**src/sv/ntt_pkg.sv**
```systemverilog
// package: types, constants and helpers for the neighbour trust table
`timescale 1ns / 1ps
`default_nettype none
package ntt_pkg;

  localparam int TableDepth = 16;
  localparam int MaxRes     = 16;
  localparam int IdxW       = (TableDepth > 1) ? $clog2(TableDepth) : 1;
  localparam int CntW       = $clog2(TableDepth + 1);

  typedef enum logic [1:0] {
    OP_UPDATE = 2'd0,
    OP_TICK   = 2'd1,
    OP_REMOVE = 2'd2,
    OP_LIST   = 2'd3
  } op_e;

  typedef enum logic [2:0] {
    STS_UPDATED    = 3'd0,
    STS_CREATED    = 3'd1,
    STS_ZERO_ID    = 3'd2,
    STS_FULL       = 3'd3,
    STS_TICK_DONE  = 3'd4,
    STS_REMOVED    = 3'd5,
    STS_LIST_ENTRY = 3'd6,
    STS_LIST_EMPTY = 3'd7
  } status_e;

  typedef enum logic [2:0] {
    REG_ACTIVATE   = 3'd0,
    REG_DEACTIVATE = 3'd1,
    REG_CEILING    = 3'd2,
    REG_BONUS      = 3'd3,
    REG_DECAY      = 3'd4
  } reg_idx_e;

  typedef enum logic [3:0] {
    ST_IDLE,
    ST_UPD_SCAN,
    ST_UPD_APPLY,
    ST_TICK_VISIT,
    ST_WD_SCAN,
    ST_TICK_FREE,
    ST_RM_SCAN,
    ST_LIST_CNT,
    ST_LIST_EMIT,
    ST_DONE
  } state_e;

  typedef struct packed {
    logic [1:0] op;
    logic [7:0] id;
    logic [7:0] hops;
    logic [7:0] via;
    logic [7:0] from_id;
  } in_t;

  typedef struct packed {
    logic [2:0] status;
    logic [3:0] slot;
    logic [7:0] out_id;
    logic [7:0] out_trust;
    logic       out_active;
    logic [7:0] out_hops;
    logic [7:0] out_via;
    logic [4:0] count;
    logic       last;
  } out_t;

  typedef struct packed {
    logic [7:0] activate_level;
    logic [7:0] deactivate_level;
    logic [7:0] trust_ceiling;
    logic [7:0] direct_bonus;
    logic [7:0] decay_step;
  } cfg_t;

  typedef struct packed {
    logic [7:0] id;
    logic [7:0] trust;
    logic       active;
    logic [7:0] hops;
    logic [7:0] via;
  } entry_t;

  // build one result, the entry fields only when the status reports an entry
  function automatic out_t mk_rsp(status_e sts, logic [3:0] slot, entry_t e,
                                  logic [4:0] cnt, logic last);
    out_t r;
    r = '0;
    r.status = sts;
    if (sts == STS_UPDATED || sts == STS_CREATED || sts == STS_LIST_ENTRY) begin
      r.slot       = slot;
      r.out_id     = e.id;
      r.out_trust  = e.trust;
      r.out_active = e.active;
      r.out_hops   = e.hops;
      r.out_via    = e.via;
    end
    r.count = cnt;
    r.last  = last;
    return r;
  endfunction

endpackage
`default_nettype wire

```
**src/sv/ntt_cfg.sv**
```systemverilog
// configuration registers of the neighbour trust table
`timescale 1ns / 1ps
`default_nettype none
module ntt_cfg (
  input  wire logic          clk_i,
  input  wire logic          rst_ni,
  input  wire logic          cfg_we_i,
  input  wire logic [2:0]    cfg_idx_i,
  input  wire logic [7:0]    cfg_data_i,
  output ntt_pkg::cfg_t      cfg_o
);

  ntt_pkg::cfg_t cfg_q, cfg_d;

  // register write decode, unknown indexes ignored
  always_comb begin
    cfg_d = cfg_q;
    if (cfg_we_i) begin
      case (cfg_idx_i)
        ntt_pkg::REG_ACTIVATE:   cfg_d.activate_level   = cfg_data_i;
        ntt_pkg::REG_DEACTIVATE: cfg_d.deactivate_level = cfg_data_i;
        ntt_pkg::REG_CEILING:    cfg_d.trust_ceiling    = cfg_data_i;
        ntt_pkg::REG_BONUS:      cfg_d.direct_bonus     = cfg_data_i;
        ntt_pkg::REG_DECAY:      cfg_d.decay_step       = cfg_data_i;
        default: ;
      endcase
    end
  end

  always_ff @(posedge clk_i or negedge rst_ni) begin
    if (!rst_ni) begin
      cfg_q.activate_level   <= 8'd7;
      cfg_q.deactivate_level <= 8'd7;
      cfg_q.trust_ceiling    <= 8'd10;
      cfg_q.direct_bonus     <= 8'd2;
      cfg_q.decay_step       <= 8'd1;
    end else begin
      cfg_q <= cfg_d;
    end
  end

  assign cfg_o = cfg_q;

endmodule
`default_nettype wire

```
**src/sv/ntt_table.sv**
```systemverilog
// neighbour entry storage: one read port, one write port
`timescale 1ns / 1ps
`default_nettype none
module ntt_table (
  input  wire logic                      clk_i,
  input  wire logic                      rst_ni,
  input  wire logic [ntt_pkg::IdxW-1:0]  rd_idx_i,
  output ntt_pkg::entry_t                rd_entry_o,
  input  wire logic                      wr_en_i,
  input  wire logic [ntt_pkg::IdxW-1:0]  wr_idx_i,
  input  wire ntt_pkg::entry_t           wr_entry_i
);

  ntt_pkg::entry_t ent_q [ntt_pkg::TableDepth];

  // all slots free after reset
  always_ff @(posedge clk_i or negedge rst_ni) begin
    if (!rst_ni) begin
      for (int i = 0; i < ntt_pkg::TableDepth; i++) ent_q[i] <= '0;
    end else if (wr_en_i) begin
      ent_q[wr_idx_i] <= wr_entry_i;
    end
  end

  assign rd_entry_o = ent_q[rd_idx_i];

endmodule
`default_nettype wire

```
**src/sv/neighbor_trust_table_core.sv**
```systemverilog
// neighbour trust table: sequencer walking the table one slot per cycle in its
// scans, holding while a result waits; update: scan all slots, then apply;
// remove: scan all slots; list: count routable entries, then report them;
// tick: decay each slot with trust, withdraw routes per deactivation, free
// unreachable slots; one request at a time, limited by the single table read port
// reset clears every slot, the entry count and sets the register defaults
`timescale 1ns / 1ps
`default_nettype none
module neighbor_trust_table_core (
  input  wire logic       clk_i,
  input  wire logic       rst_ni,
  input  wire logic       in_valid_i,
  output logic            in_ready_o,
  input  wire ntt_pkg::in_t in_req_i,
  output logic            out_valid_o,
  input  wire logic       out_ready_i,
  output ntt_pkg::out_t   out_rsp_o,
  input  wire logic       cfg_we_i,
  input  wire logic [2:0] cfg_idx_i,
  input  wire logic [7:0] cfg_data_i
);

  localparam int IdxW = ntt_pkg::IdxW;
  localparam int CntW = ntt_pkg::CntW;
  localparam logic [IdxW-1:0] LastIdx = IdxW'(ntt_pkg::TableDepth - 1);

  ntt_pkg::cfg_t   cfg;
  ntt_pkg::entry_t rd_e, wr_e;
  logic [IdxW-1:0] rd_idx, wr_idx;
  logic            wr_en;

  ntt_pkg::state_e  state_q, state_d;
  ntt_pkg::in_t     req_q, req_d;
  ntt_pkg::status_e sts_q, sts_d;
  ntt_pkg::out_t    out_q, out_d;
  logic             ov_q, ov_d;
  logic [IdxW-1:0]  idx_q, idx_d, oidx_q, oidx_d, fslot_q, fslot_d, frees_q, frees_d;
  logic             found_q, found_d, freev_q, freev_d;
  logic [7:0]       relay_q, relay_d;
  logic [CntW-1:0]  cnt_q, cnt_d, tot_q, tot_d, k_q, k_d;

  ntt_cfg u_cfg (
    .clk_i, .rst_ni, .cfg_we_i, .cfg_idx_i, .cfg_data_i, .cfg_o(cfg)
  );

  ntt_table u_table (
    .clk_i, .rst_ni,
    .rd_idx_i(rd_idx), .rd_entry_o(rd_e),
    .wr_en_i(wr_en), .wr_idx_i(wr_idx), .wr_entry_i(wr_e)
  );

  // shared decode of the slot under the read port
  logic            out_free, last_idx, occ, routable, skip, deact;
  logic            found_n, freev_n, hit_cnt;
  logic [IdxW-1:0] fslot_n, frees_n;
  logic [7:0]      t_dec, t_add;
  logic [8:0]      sum;
  logic [CntW-1:0] tot_n;

  always_comb begin
    out_free = !ov_q || out_ready_i;
    last_idx = (idx_q == LastIdx);
    case (state_q)
      ntt_pkg::ST_UPD_APPLY:  rd_idx = found_q ? fslot_q : frees_q;
      ntt_pkg::ST_TICK_VISIT,
      ntt_pkg::ST_TICK_FREE:  rd_idx = oidx_q;
      default:                rd_idx = idx_q;
    endcase
    occ      = (rd_e.id != 8'd0);
    routable = occ && (rd_e.active || rd_e.via != 8'd0);
    // decay, saturating at zero
    t_dec = (rd_e.trust > cfg.decay_step) ? rd_e.trust - cfg.decay_step : 8'd0;
    skip  = !occ || rd_e.trust == 8'd0;
    deact = rd_e.active && (t_dec < cfg.deactivate_level);
    // direct sighting: saturating add, then clamp to the ceiling
    sum   = {1'b0, rd_e.trust} + {1'b0, cfg.direct_bonus};
    t_add = sum[8] ? 8'hFF : sum[7:0];
    if (t_add > cfg.trust_ceiling) t_add = cfg.trust_ceiling;
    // lookup scan bookkeeping
    found_n = found_q;
    fslot_n = fslot_q;
    freev_n = freev_q;
    frees_n = frees_q;
    if (rd_e.id == req_q.id && !found_q) begin
      found_n = 1'b1;
      fslot_n = idx_q;
    end
    if (!occ && !freev_q) begin
      freev_n = 1'b1;
      frees_n = idx_q;
    end
    // routable count, capped at the result limit
    hit_cnt = routable && (tot_q < CntW'(ntt_pkg::MaxRes));
    tot_n   = tot_q + CntW'(hit_cnt);
  end

  // next state
  always_comb begin
    state_d = state_q;
    case (state_q)
      ntt_pkg::ST_IDLE: begin
        if (in_valid_i) begin
          case (in_req_i.op)
            ntt_pkg::OP_UPDATE:
              state_d = (in_req_i.id == 8'd0) ? ntt_pkg::ST_DONE : ntt_pkg::ST_UPD_SCAN;
            ntt_pkg::OP_TICK:   state_d = ntt_pkg::ST_TICK_VISIT;
            ntt_pkg::OP_REMOVE: state_d = ntt_pkg::ST_RM_SCAN;
            default:            state_d = ntt_pkg::ST_LIST_CNT;
          endcase
        end
      end
      ntt_pkg::ST_UPD_SCAN:  if (last_idx) state_d = ntt_pkg::ST_UPD_APPLY;
      ntt_pkg::ST_UPD_APPLY: if (out_free) state_d = ntt_pkg::ST_IDLE;
      ntt_pkg::ST_TICK_VISIT: begin
        if (skip) begin
          if (oidx_q == LastIdx) state_d = ntt_pkg::ST_DONE;
        end else if (deact) begin
          state_d = ntt_pkg::ST_WD_SCAN;
        end else begin
          state_d = ntt_pkg::ST_TICK_FREE;
        end
      end
      ntt_pkg::ST_WD_SCAN: if (last_idx) state_d = ntt_pkg::ST_TICK_FREE;
      ntt_pkg::ST_TICK_FREE:
        state_d = (oidx_q == LastIdx) ? ntt_pkg::ST_DONE : ntt_pkg::ST_TICK_VISIT;
      ntt_pkg::ST_RM_SCAN: if (last_idx) state_d = ntt_pkg::ST_DONE;
      ntt_pkg::ST_LIST_CNT: begin
        if (last_idx) state_d = (tot_n == '0) ? ntt_pkg::ST_DONE : ntt_pkg::ST_LIST_EMIT;
      end
      ntt_pkg::ST_LIST_EMIT: begin
        if (out_free) begin
          if (routable && k_q < tot_q && (k_q + CntW'(1)) == tot_q) state_d = ntt_pkg::ST_IDLE;
          else if (last_idx) state_d = ntt_pkg::ST_IDLE;
        end
      end
      ntt_pkg::ST_DONE: if (out_free) state_d = ntt_pkg::ST_IDLE;
      default: state_d = ntt_pkg::ST_IDLE;
    endcase
  end

  // datapath and outputs
  always_comb begin
    req_d   = req_q;
    sts_d   = sts_q;
    idx_d   = idx_q;
    oidx_d  = oidx_q;
    fslot_d = fslot_q;
    frees_d = frees_q;
    found_d = found_q;
    freev_d = freev_q;
    relay_d = relay_q;
    cnt_d   = cnt_q;
    tot_d   = tot_q;
    k_d     = k_q;
    out_d   = out_q;
    ov_d    = ov_q && !out_ready_i;
    wr_en   = 1'b0;
    wr_idx  = rd_idx;
    wr_e    = rd_e;
    in_ready_o = (state_q == ntt_pkg::ST_IDLE);
    case (state_q)
      ntt_pkg::ST_IDLE: begin
        if (in_valid_i) begin
          req_d   = in_req_i;
          idx_d   = '0;
          oidx_d  = '0;
          found_d = 1'b0;
          freev_d = 1'b0;
          tot_d   = '0;
          k_d     = '0;
          case (in_req_i.op)
            ntt_pkg::OP_UPDATE: sts_d = ntt_pkg::STS_ZERO_ID;
            ntt_pkg::OP_TICK:   sts_d = ntt_pkg::STS_TICK_DONE;
            ntt_pkg::OP_REMOVE: sts_d = ntt_pkg::STS_REMOVED;
            default:            sts_d = ntt_pkg::STS_LIST_EMPTY;
          endcase
        end
      end
      // find the entry and the lowest free slot
      ntt_pkg::ST_UPD_SCAN: begin
        found_d = found_n;
        fslot_d = fslot_n;
        freev_d = freev_n;
        frees_d = frees_n;
        idx_d   = idx_q + IdxW'(1);
      end
      ntt_pkg::ST_UPD_APPLY: begin
        if (out_free) begin
          if (found_q) begin
            if (req_q.hops == 8'd0) begin
              wr_e.trust = t_add;
              if (t_add > cfg.activate_level) wr_e.active = 1'b1;
            end else if (req_q.hops < rd_e.hops || rd_e.hops == 8'd0) begin
              wr_e.via  = req_q.via;
              wr_e.hops = req_q.hops;
            end
            wr_en = 1'b1;
            out_d = ntt_pkg::mk_rsp(ntt_pkg::STS_UPDATED, 4'(rd_idx), wr_e, 5'(cnt_q), 1'b1);
          end else if (freev_q) begin
            wr_e.id     = req_q.id;
            wr_e.via    = req_q.via;
            wr_e.hops   = req_q.hops;
            wr_e.active = 1'b0;
            wr_e.trust  = (req_q.hops == 8'd0) ? cfg.direct_bonus : 8'd0;
            wr_en = 1'b1;
            cnt_d = cnt_q + CntW'(1);
            out_d = ntt_pkg::mk_rsp(ntt_pkg::STS_CREATED, 4'(rd_idx), wr_e, 5'(cnt_d), 1'b1);
          end else begin
            out_d = ntt_pkg::mk_rsp(ntt_pkg::STS_FULL, '0, '0, 5'(cnt_q), 1'b1);
          end
          ov_d = 1'b1;
        end
      end
      // decay one occupied slot with trust, skipping empty or zero-trust slots
      ntt_pkg::ST_TICK_VISIT: begin
        if (skip) begin
          oidx_d = oidx_q + IdxW'(1);
        end else begin
          wr_e.trust = t_dec;
          if (deact) wr_e.active = 1'b0;
          wr_en   = 1'b1;
          relay_d = rd_e.id;
          idx_d   = '0;
        end
      end
      // withdraw routes through a deactivated relay, freeing entries with no trust left
      ntt_pkg::ST_WD_SCAN: begin
        if (occ && rd_e.via == relay_q) begin
          wr_en = 1'b1;
          if (rd_e.trust != 8'd0) begin
            wr_e.hops = 8'd0;
            wr_e.via  = 8'd0;
          end else begin
            wr_e.id = 8'd0;
            if (cnt_q != '0) cnt_d = cnt_q - CntW'(1);
          end
        end
        idx_d = idx_q + IdxW'(1);
      end
      // free the visited slot once unreachable
      ntt_pkg::ST_TICK_FREE: begin
        if (occ && rd_e.trust == 8'd0 && rd_e.via == 8'd0) begin
          wr_en   = 1'b1;
          wr_e.id = 8'd0;
          if (cnt_q != '0) cnt_d = cnt_q - CntW'(1);
        end
        oidx_d = oidx_q + IdxW'(1);
      end
      ntt_pkg::ST_RM_SCAN: begin
        if (occ && rd_e.id == req_q.id && rd_e.via == req_q.from_id) begin
          wr_en = 1'b1;
          if (rd_e.trust != 8'd0) begin
            wr_e.hops = 8'd0;
            wr_e.via  = 8'd0;
          end else begin
            wr_e.id = 8'd0;
            if (cnt_q != '0) cnt_d = cnt_q - CntW'(1);
          end
        end
        idx_d = idx_q + IdxW'(1);
      end
      // count routable entries, then report them
      ntt_pkg::ST_LIST_CNT: begin
        tot_d = tot_n;
        idx_d = idx_q + IdxW'(1);
      end
      ntt_pkg::ST_LIST_EMIT: begin
        if (out_free) begin
          if (routable && k_q < tot_q) begin
            out_d = ntt_pkg::mk_rsp(ntt_pkg::STS_LIST_ENTRY, 4'(idx_q), rd_e, 5'(cnt_q),
                                    (k_q + CntW'(1)) == tot_q);
            ov_d  = 1'b1;
            k_d   = k_q + CntW'(1);
          end
          idx_d = idx_q + IdxW'(1);
        end
      end
      ntt_pkg::ST_DONE: begin
        if (out_free) begin
          out_d = ntt_pkg::mk_rsp(sts_q, '0, '0, 5'(cnt_q), 1'b1);
          ov_d  = 1'b1;
        end
      end
      default: ;
    endcase
  end

  always_ff @(posedge clk_i or negedge rst_ni) begin
    if (!rst_ni) begin
      state_q <= ntt_pkg::ST_IDLE;
      ov_q    <= 1'b0;
      cnt_q   <= '0;
      idx_q   <= '0;
      oidx_q  <= '0;
      found_q <= 1'b0;
      freev_q <= 1'b0;
      tot_q   <= '0;
      k_q     <= '0;
      sts_q   <= ntt_pkg::STS_UPDATED;
    end else begin
      state_q <= state_d;
      ov_q    <= ov_d;
      cnt_q   <= cnt_d;
      idx_q   <= idx_d;
      oidx_q  <= oidx_d;
      found_q <= found_d;
      freev_q <= freev_d;
      tot_q   <= tot_d;
      k_q     <= k_d;
      sts_q   <= sts_d;
    end
  end

  // request payload and result register
  always_ff @(posedge clk_i) begin
    req_q   <= req_d;
    out_q   <= out_d;
    fslot_q <= fslot_d;
    frees_q <= frees_d;
    relay_q <= relay_d;
  end

  assign out_valid_o = ov_q;
  assign out_rsp_o   = out_q;

endmodule
`default_nettype wire
```
**config.mk**
```make
export PLATFORM = sky130hd
export DESIGN_NAME = neighbor_trust_table_core
export DESIGN_NICKNAME = d
export VERILOG_FILES = /design/src/sv/ntt_pkg.sv /design/src/sv/ntt_cfg.sv /design/src/sv/ntt_table.sv /design/src/sv/neighbor_trust_table_core.sv
export SDC_FILE = /design/constraint.sdc
export NUM_CORES = 2
export LEC_CHECK = 0
export BUFFER_PORTS_ARGS = -buffer_cell sky130_fd_sc_hd__clkbuf_2
export CAP_MARGIN = 20
export CORE_AREA = 2 2 254 256
export CTS_CLUSTER_DIAMETER = 50
export DETAILED_ROUTE_END_ITERATION = 10
export DIE_AREA = 0 0 256 258
export PLACE_DENSITY = 0.74
export SLEW_MARGIN = 10
export SYNTH_ARGS = -nofsm -noshare
export SYNTH_HDL_FRONTEND = slang
export SYNTH_HIERARCHICAL = 1
export SYNTH_SLANG_ARGS = --single-unit
```
**constraint.sdc**
```tcl
create_clock -name clk_i -period 7.9 [get_ports clk_i]
set_input_delay 1.58 -clock clk_i [delete_from_list [all_inputs] [get_ports clk_i]]
set_output_delay 1.58 -clock clk_i [all_outputs]
set_load 0.05 [all_outputs]
```
Word-level counts from Yosys, hierarchy flattened
Cells that the tools add are included.
W data, S select, Z words.
{"block": "word_totals", "reg_bits": 695, "inputBits": 50, "output_inout_bits": 48, "elab_cells": 330}
{"block": "classes", "addsub": 8, "n_lt_le_gt_ge": 9, "eq_ne": 42, "muxes": 94, "bitwise": 2, "reduce_logical": 64}
{"op": "$bwmux W528", "count": 1}
{"op": "$mux W46", "count": 5}
{"op": "$mux W33", "count": 5}
{"op": "$pmux W46 S3", "count": 1}
{"op": "$bmux W33 S4", "count": 1}
{"op": "$demux W33 S4", "count": 1}
{"op": "$mux W16", "count": 5}
{"op": "$mux W4", "count": 18}
{"op": "$mux W8", "count": 9}
{"op": "$mux W5", "count": 11}
{"op": "$pmux W16 S3", "count": 1}
{"op": "$mux W45", "count": 1}
{"op": "$logic_not A8 Y1", "count": 5}
{"op": "$ne A2 B2 Y1 const B", "count": 18}
{"op": "$pmux W4 S9", "count": 1}
{"op": "$pmux W8 S4", "count": 1}
{"op": "$mux W25", "count": 1}
{"op": "$eq A8 B8 Y1", "count": 3}
{"op": "$gt A8 B8 Y1", "count": 3}
{"op": "$pmux W4 S3", "count": 2}
{"op": "$reduce_bool A8 Y1", "count": 3}
{"op": "$pmux W5 S2", "count": 2}
{"op": "$pmux W5 S4", "count": 1}
{"op": "$reduce_and A2 Y1", "count": 10}
{"op": "other kinds (51)", "count": 110}

Depth between registers and ports, before layout
{"block": "logic_depth", "word_depth": 18, "ltp_mapped": 34}

Modules after synthesis
Netlist, hierarchy kept.
{"module": "ntt_table", "n_inst": 1, "cells_each": 1448, "area_per_inst_um2": 23705.2, "seq_area_each_um2": 13212.7}
{"module": "neighbor_trust_table_core", "n_inst": 1, "cells_each": 985, "area_per_inst_um2": 9197.6, "seq_area_each_um2": 3648.5}
{"module": "ntt_cfg", "n_inst": 1, "cells_each": 88, "area_per_inst_um2": 1541.5, "seq_area_each_um2": 1013.5}

Worst setup path after synthesis
Ideal clock, no wire load.
{"block": "synth_path", "path_kind": "flip-flop to flip-flop", "from": "reg state_q[2]", "to": "reg u_table/ent_q[214] (netlist name)", "setup_ns": 0.065, "arrival_time_ns": 7.876, "setup_slack_ns": -0.041, "path_stages_with_launch": 33, "n_path_buf": 8, "synth_period_minus_slack_ns": 7.941, "path_cell_list": "dfrtp_1 > clkbuf_1 > clkbuf_1 > clkbuf_1 > a21oi_1 > o211ai_1 > buf_2 > buf_2 > buf_2 > mux4_2 > a22oi_1 > nand2_1 > ha_1 > fa_1 > a211oi_1 > o21a_1 > a31oi_1 > a2111o_1 > ha_1 > a211o_1 > a21oi_1 > a31o_2 > clkbuf_1 > mux2_2 > ha_1 > nor2b_1 > o21a_1 > o21ai_0 > a211oi_1 > o221ai_1 > o21ai_0 > clkbuf_1 > mux2_2"}
{"element": "from (decl)", "line_no": "neighbor_trust_table_core.sv:32", "rtl": "ntt_pkg::state_e state_q, state_d;"}
{"element": "from (signal assigned)", "line_no": "neighbor_trust_table_core.sv:290", "rtl": "state_q <= ntt_pkg::ST_IDLE;"}
{"element": "from (signal assigned)", "line_no": "neighbor_trust_table_core.sv:301", "rtl": "state_q <= state_d;"}
{"element": "to (signal, indexed assignment)", "line_no": "ntt_table.sv:21", "rtl": "ent_q[wr_idx_i] <= wr_entry_i;"}
{"element": "to (decl)", "line_no": "ntt_table.sv:14", "rtl": "ntt_pkg::entry_t ent_q [ntt_pkg::TableDepth];"}

==> results.sh <==
export IMPL_outcome="finished, final reports clean"
export IMPL_syn_avg_cell_area_sq_um=13.7
export IMPL_skew_ns=0.0312
export IMPL_ys_ff_latch=695
export IMPL_fin_area_sq_um=39100
export IMPL_fp_dieH_um=258
export IMPL_cap_violations=0
export IMPL_muxShareOfSynthArea_pct=28.1
export IMPL_rsz0062_at_grt="no"
export IMPL_grt_pass1_vias=24187
export IMPL_clk_pin_slew_worst_paths_ns=0.06
export IMPL_syn_to_final_growth_pct=13.4
export IMPL_drc=0
export IMPL_synth_xor_area_share_pct=1.44
export IMPL_postCtsHoldBufs=0
export IMPL_fin_nets=2751
export IMPL_async_reset_ff_share_pct=86.5
export IMPL_crit_chain="inv_1 -> nor3_1 -> a221oi_1 -> o21ai_4 -> buf_12 -> buf_4 -> buf_4 -> buf_4 -> mux4_2 -> a22oi_1 -> nand2_1 -> xnor2_1 -> nand2_1 -> nor4_1 -> a22o_1 -> nand2_1 -> nand3_1 -> nand2b_1 -> or3_2 -> buf_12 -> mux2_1"
export IMPL_post_route_period_util_pct=95.3
export IMPL_synth_top_area_cell="dfrtp_1"
export IMPL_cp_top_family="simple AND/OR/NAND/NOR gates"
export IMPL_fmax_mhz=133
export IMPL_root_buffer="clkbuf_16"
export IMPL_overflow=0
export IMPL_critical_path_buf_inv_count=6
export IMPL_dieArea_sq_um=66000
export IMPL_drtPass1Iterations=6
export IMPL_syn_instance_count=2521
export IMPL_setup_violations=0
export IMPL_insertion_delay_ns=0.64
export IMPL_cpPeakStageDelay_ns=0.84
export IMPL_place_area_sq_um=36400
export IMPL_synth_most_common_cell="dfrtp_1"
export IMPL_routed_wl_um=94900
export IMPL_worstSetupPathType="flop to flop"
export IMPL_syn_area_sq_um=34400
export IMPL_core_sq_um=63600
export IMPL_n_fill_cell=4764
export IMPL_arrival_ns=8.02
export IMPL_maxSlewViolCount=0
export IMPL_port_buffers=97
export IMPL_synth_top_family_by_area="multiplexers"
export IMPL_grt_use_total_pct=28.9
export IMPL_clock_sinks=695
export IMPL_dominantRegCellSynth="dfrtp_1"
export IMPL_cp_start_kind="flop"
export IMPL_p_leak_nw=17.8
export IMPL_gp_congestion=0.975
export IMPL_peakVddDrop_mv=0.340
export IMPL_synth_edf_count=94
export IMPL_ys_top_cells_by_area="dfrtp_1 (43%), mux2_2 (18%), mux4_2 (8.6%)"
export IMPL_critPathSlowestCell="buf_4"
export IMPL_final_antenna_net_count=0
export IMPL_hold_path_class="flop to flop"
export IMPL_ioPinCount=98
export IMPL_cts_htree_levels=3
export IMPL_die_w_um=256
export IMPL_grt_pass1_wl_um=147000
export IMPL_antenna_found_initial=0
export IMPL_yosysUniqueCellTypes=88
export IMPL_cts_buffers=79
export IMPL_dpl_hpwl_um=63000
export IMPL_synthesis_nets=2636
export IMPL_synth_top_area_share_pct=42.9
export IMPL_worstMarginPinSlew_ns=1.18
export IMPL_synth_simple_area_share_pct=5.67
export IMPL_drt_iter0_markers=2318
export IMPL_initial_core_util_pct=54.1
export IMPL_hold_viol=0
export IMPL_clockBufferDepth=3
export IMPL_synth_common_cells="dfrtp_1 (591), mux2_2 (538), mux4_2 (132)"
export IMPL_cp_required_ns=8.39
export IMPL_cts_tree="done"
export IMPL_ys_warn_count=6
export IMPL_n_antenna_cell=0
export IMPL_grt_max_degree=172
export IMPL_synth_adder_area_share_pct=2.40
export IMPL_fp_row_count=93
export IMPL_crit_path_end_kind="flop"
export IMPL_drive_gt1_share_pct=40.8
export IMPL_wl_per_cell_um=26.7
export IMPL_period_minus_slack_ns=7.53
export IMPL_vias_per_cell=6.46
export IMPL_vias=22950
export IMPL_fin_setup_tns_ns=0
export IMPL_crit_path_max_fanout=62
export IMPL_power_density_nw_per_um2=372
export IMPL_synth_seq_area_share_pct=51.9
export IMPL_synth_compound_area_share_pct=7.12
export IMPL_maxSlewHeadroom_pct=21.3
==> layout make-up <==
type | count | area, sq um | share of cell area (%)
sequential | 695 | 17900 | 45.8
multi-input combinational | 1561 | 15500 | 39.8
clock buffer | 103 | 2200 | 5.64
timing repair buffer | 221 | 1670 | 4.27
tap | 855 | 1070 | 2.74
clock inverter | 40 | 402 | 1.03
inverter | 78 | 293 | 0.750
==> layout by cell type, fill, tap and decap left out, drive strengths merged, types with 8 or more instances in the layout <==
| master | instances |
|---|---|
| a21o | 8 |
| a21oi | 42 |
| a221oi | 8 |
| a22o | 33 |
| a22oi | 73 |
| a31oi | 15 |
| buf | 125 |
| clkbuf | 199 |
| clkinv | 26 |
| dfrtp | 591 |
| dfstp | 10 |
| edfxtp | 94 |
| ha | 63 |
| inv | 86 |
| mux2 | 574 |
| mux2i | 14 |
| mux4 | 132 |
| nand2 | 96 |
| nand2b | 9 |
| nand3 | 56 |
| nand4 | 33 |
| nor2 | 73 |
| nor2b | 12 |
| nor3 | 37 |
| nor4 | 13 |
| o211ai | 25 |
| o21a | 9 |
| o21ai | 59 |
| o31ai | 14 |
| xnor2 | 41 |
| xor2 | 13 |
==> stage by stage <==
step	cells	util [%]	power, mW	hold WS (ns)	setup WS, ns
after detailed placement	3407	57.2	10.8	0.477	0.269
after global placement	3406	57.2	10.6	0.468	0.412
after floorplan	2521	-	8.78	0.440	0.0509
after CTS	3550	61.3	14.5	0.490	0.229
after global routing	3553	61.4	15.2	0.493	0.0432
final	3553	61.4	14.5	0.486	0.370
==> routing by layer <==
metal,track usage [%],vias to the layer above,share of wire [%]
met2,47.0,973,47
li1,-,9710,-
met5,0,-,0
met4,12.0,0,4.0
met3,4.36,213,7.0
met1,39.4,12054,42
==> repair_timing <==
item	CTS	global route
buffers inserted	0	1
resized for setup	0	4
endpoints found under the setup margin	0	55
==> power by group <==
part           switching [mW]  leakage [nW]  total [mW]  internal, mW
combinational            4.02          7.44        6.39          2.37
sequential              0.332          9.07        4.52          4.19
clock                    1.52          1.29        3.64          2.12
total                    5.87          17.8        14.5          8.68
==> kinds of logic after synthesis <==
logic type,count (synthesis)
compound gates,346
xor+xnor,55
fa+ha+maj,65
buf+inv,265
flops,695
mux,720
simple gates,375
==> flip-flops by register name, summed over array words and instances (netlist names), 4 cells and up <==
name           count
state_q            4
idx_q              4
tot_q              5
relay_q            8
frees_q            4
out_rsp_o         46
k_q                5
cnt_q              5
fslot_q            4
oidx_q             4
req_q             32
u_cfg/cfg_o       40
u_table/ent_q    528
==> final timing paths <==
path	startpoint	to	slack [ns]	cells past startpoint
min in group asynchronous	rst_ni	u_cfg/cfg_o[30]	0.97	1
worst max-delay path	state_q[0]	u_table/ent_q[455]	0.37	21
worst min-delay path	u_table/ent_q[461]	u_table/ent_q[461]	0.49	1
worst max register to register	state_q[0]	u_table/ent_q[455]	0.37	21
worst min register to register	u_table/ent_q[461]	u_table/ent_q[461]	0.49	1
max in group asynchronous	rst_ni	u_table/ent_q[310]	5.54	2
Power figures use the tool's default switching activity.
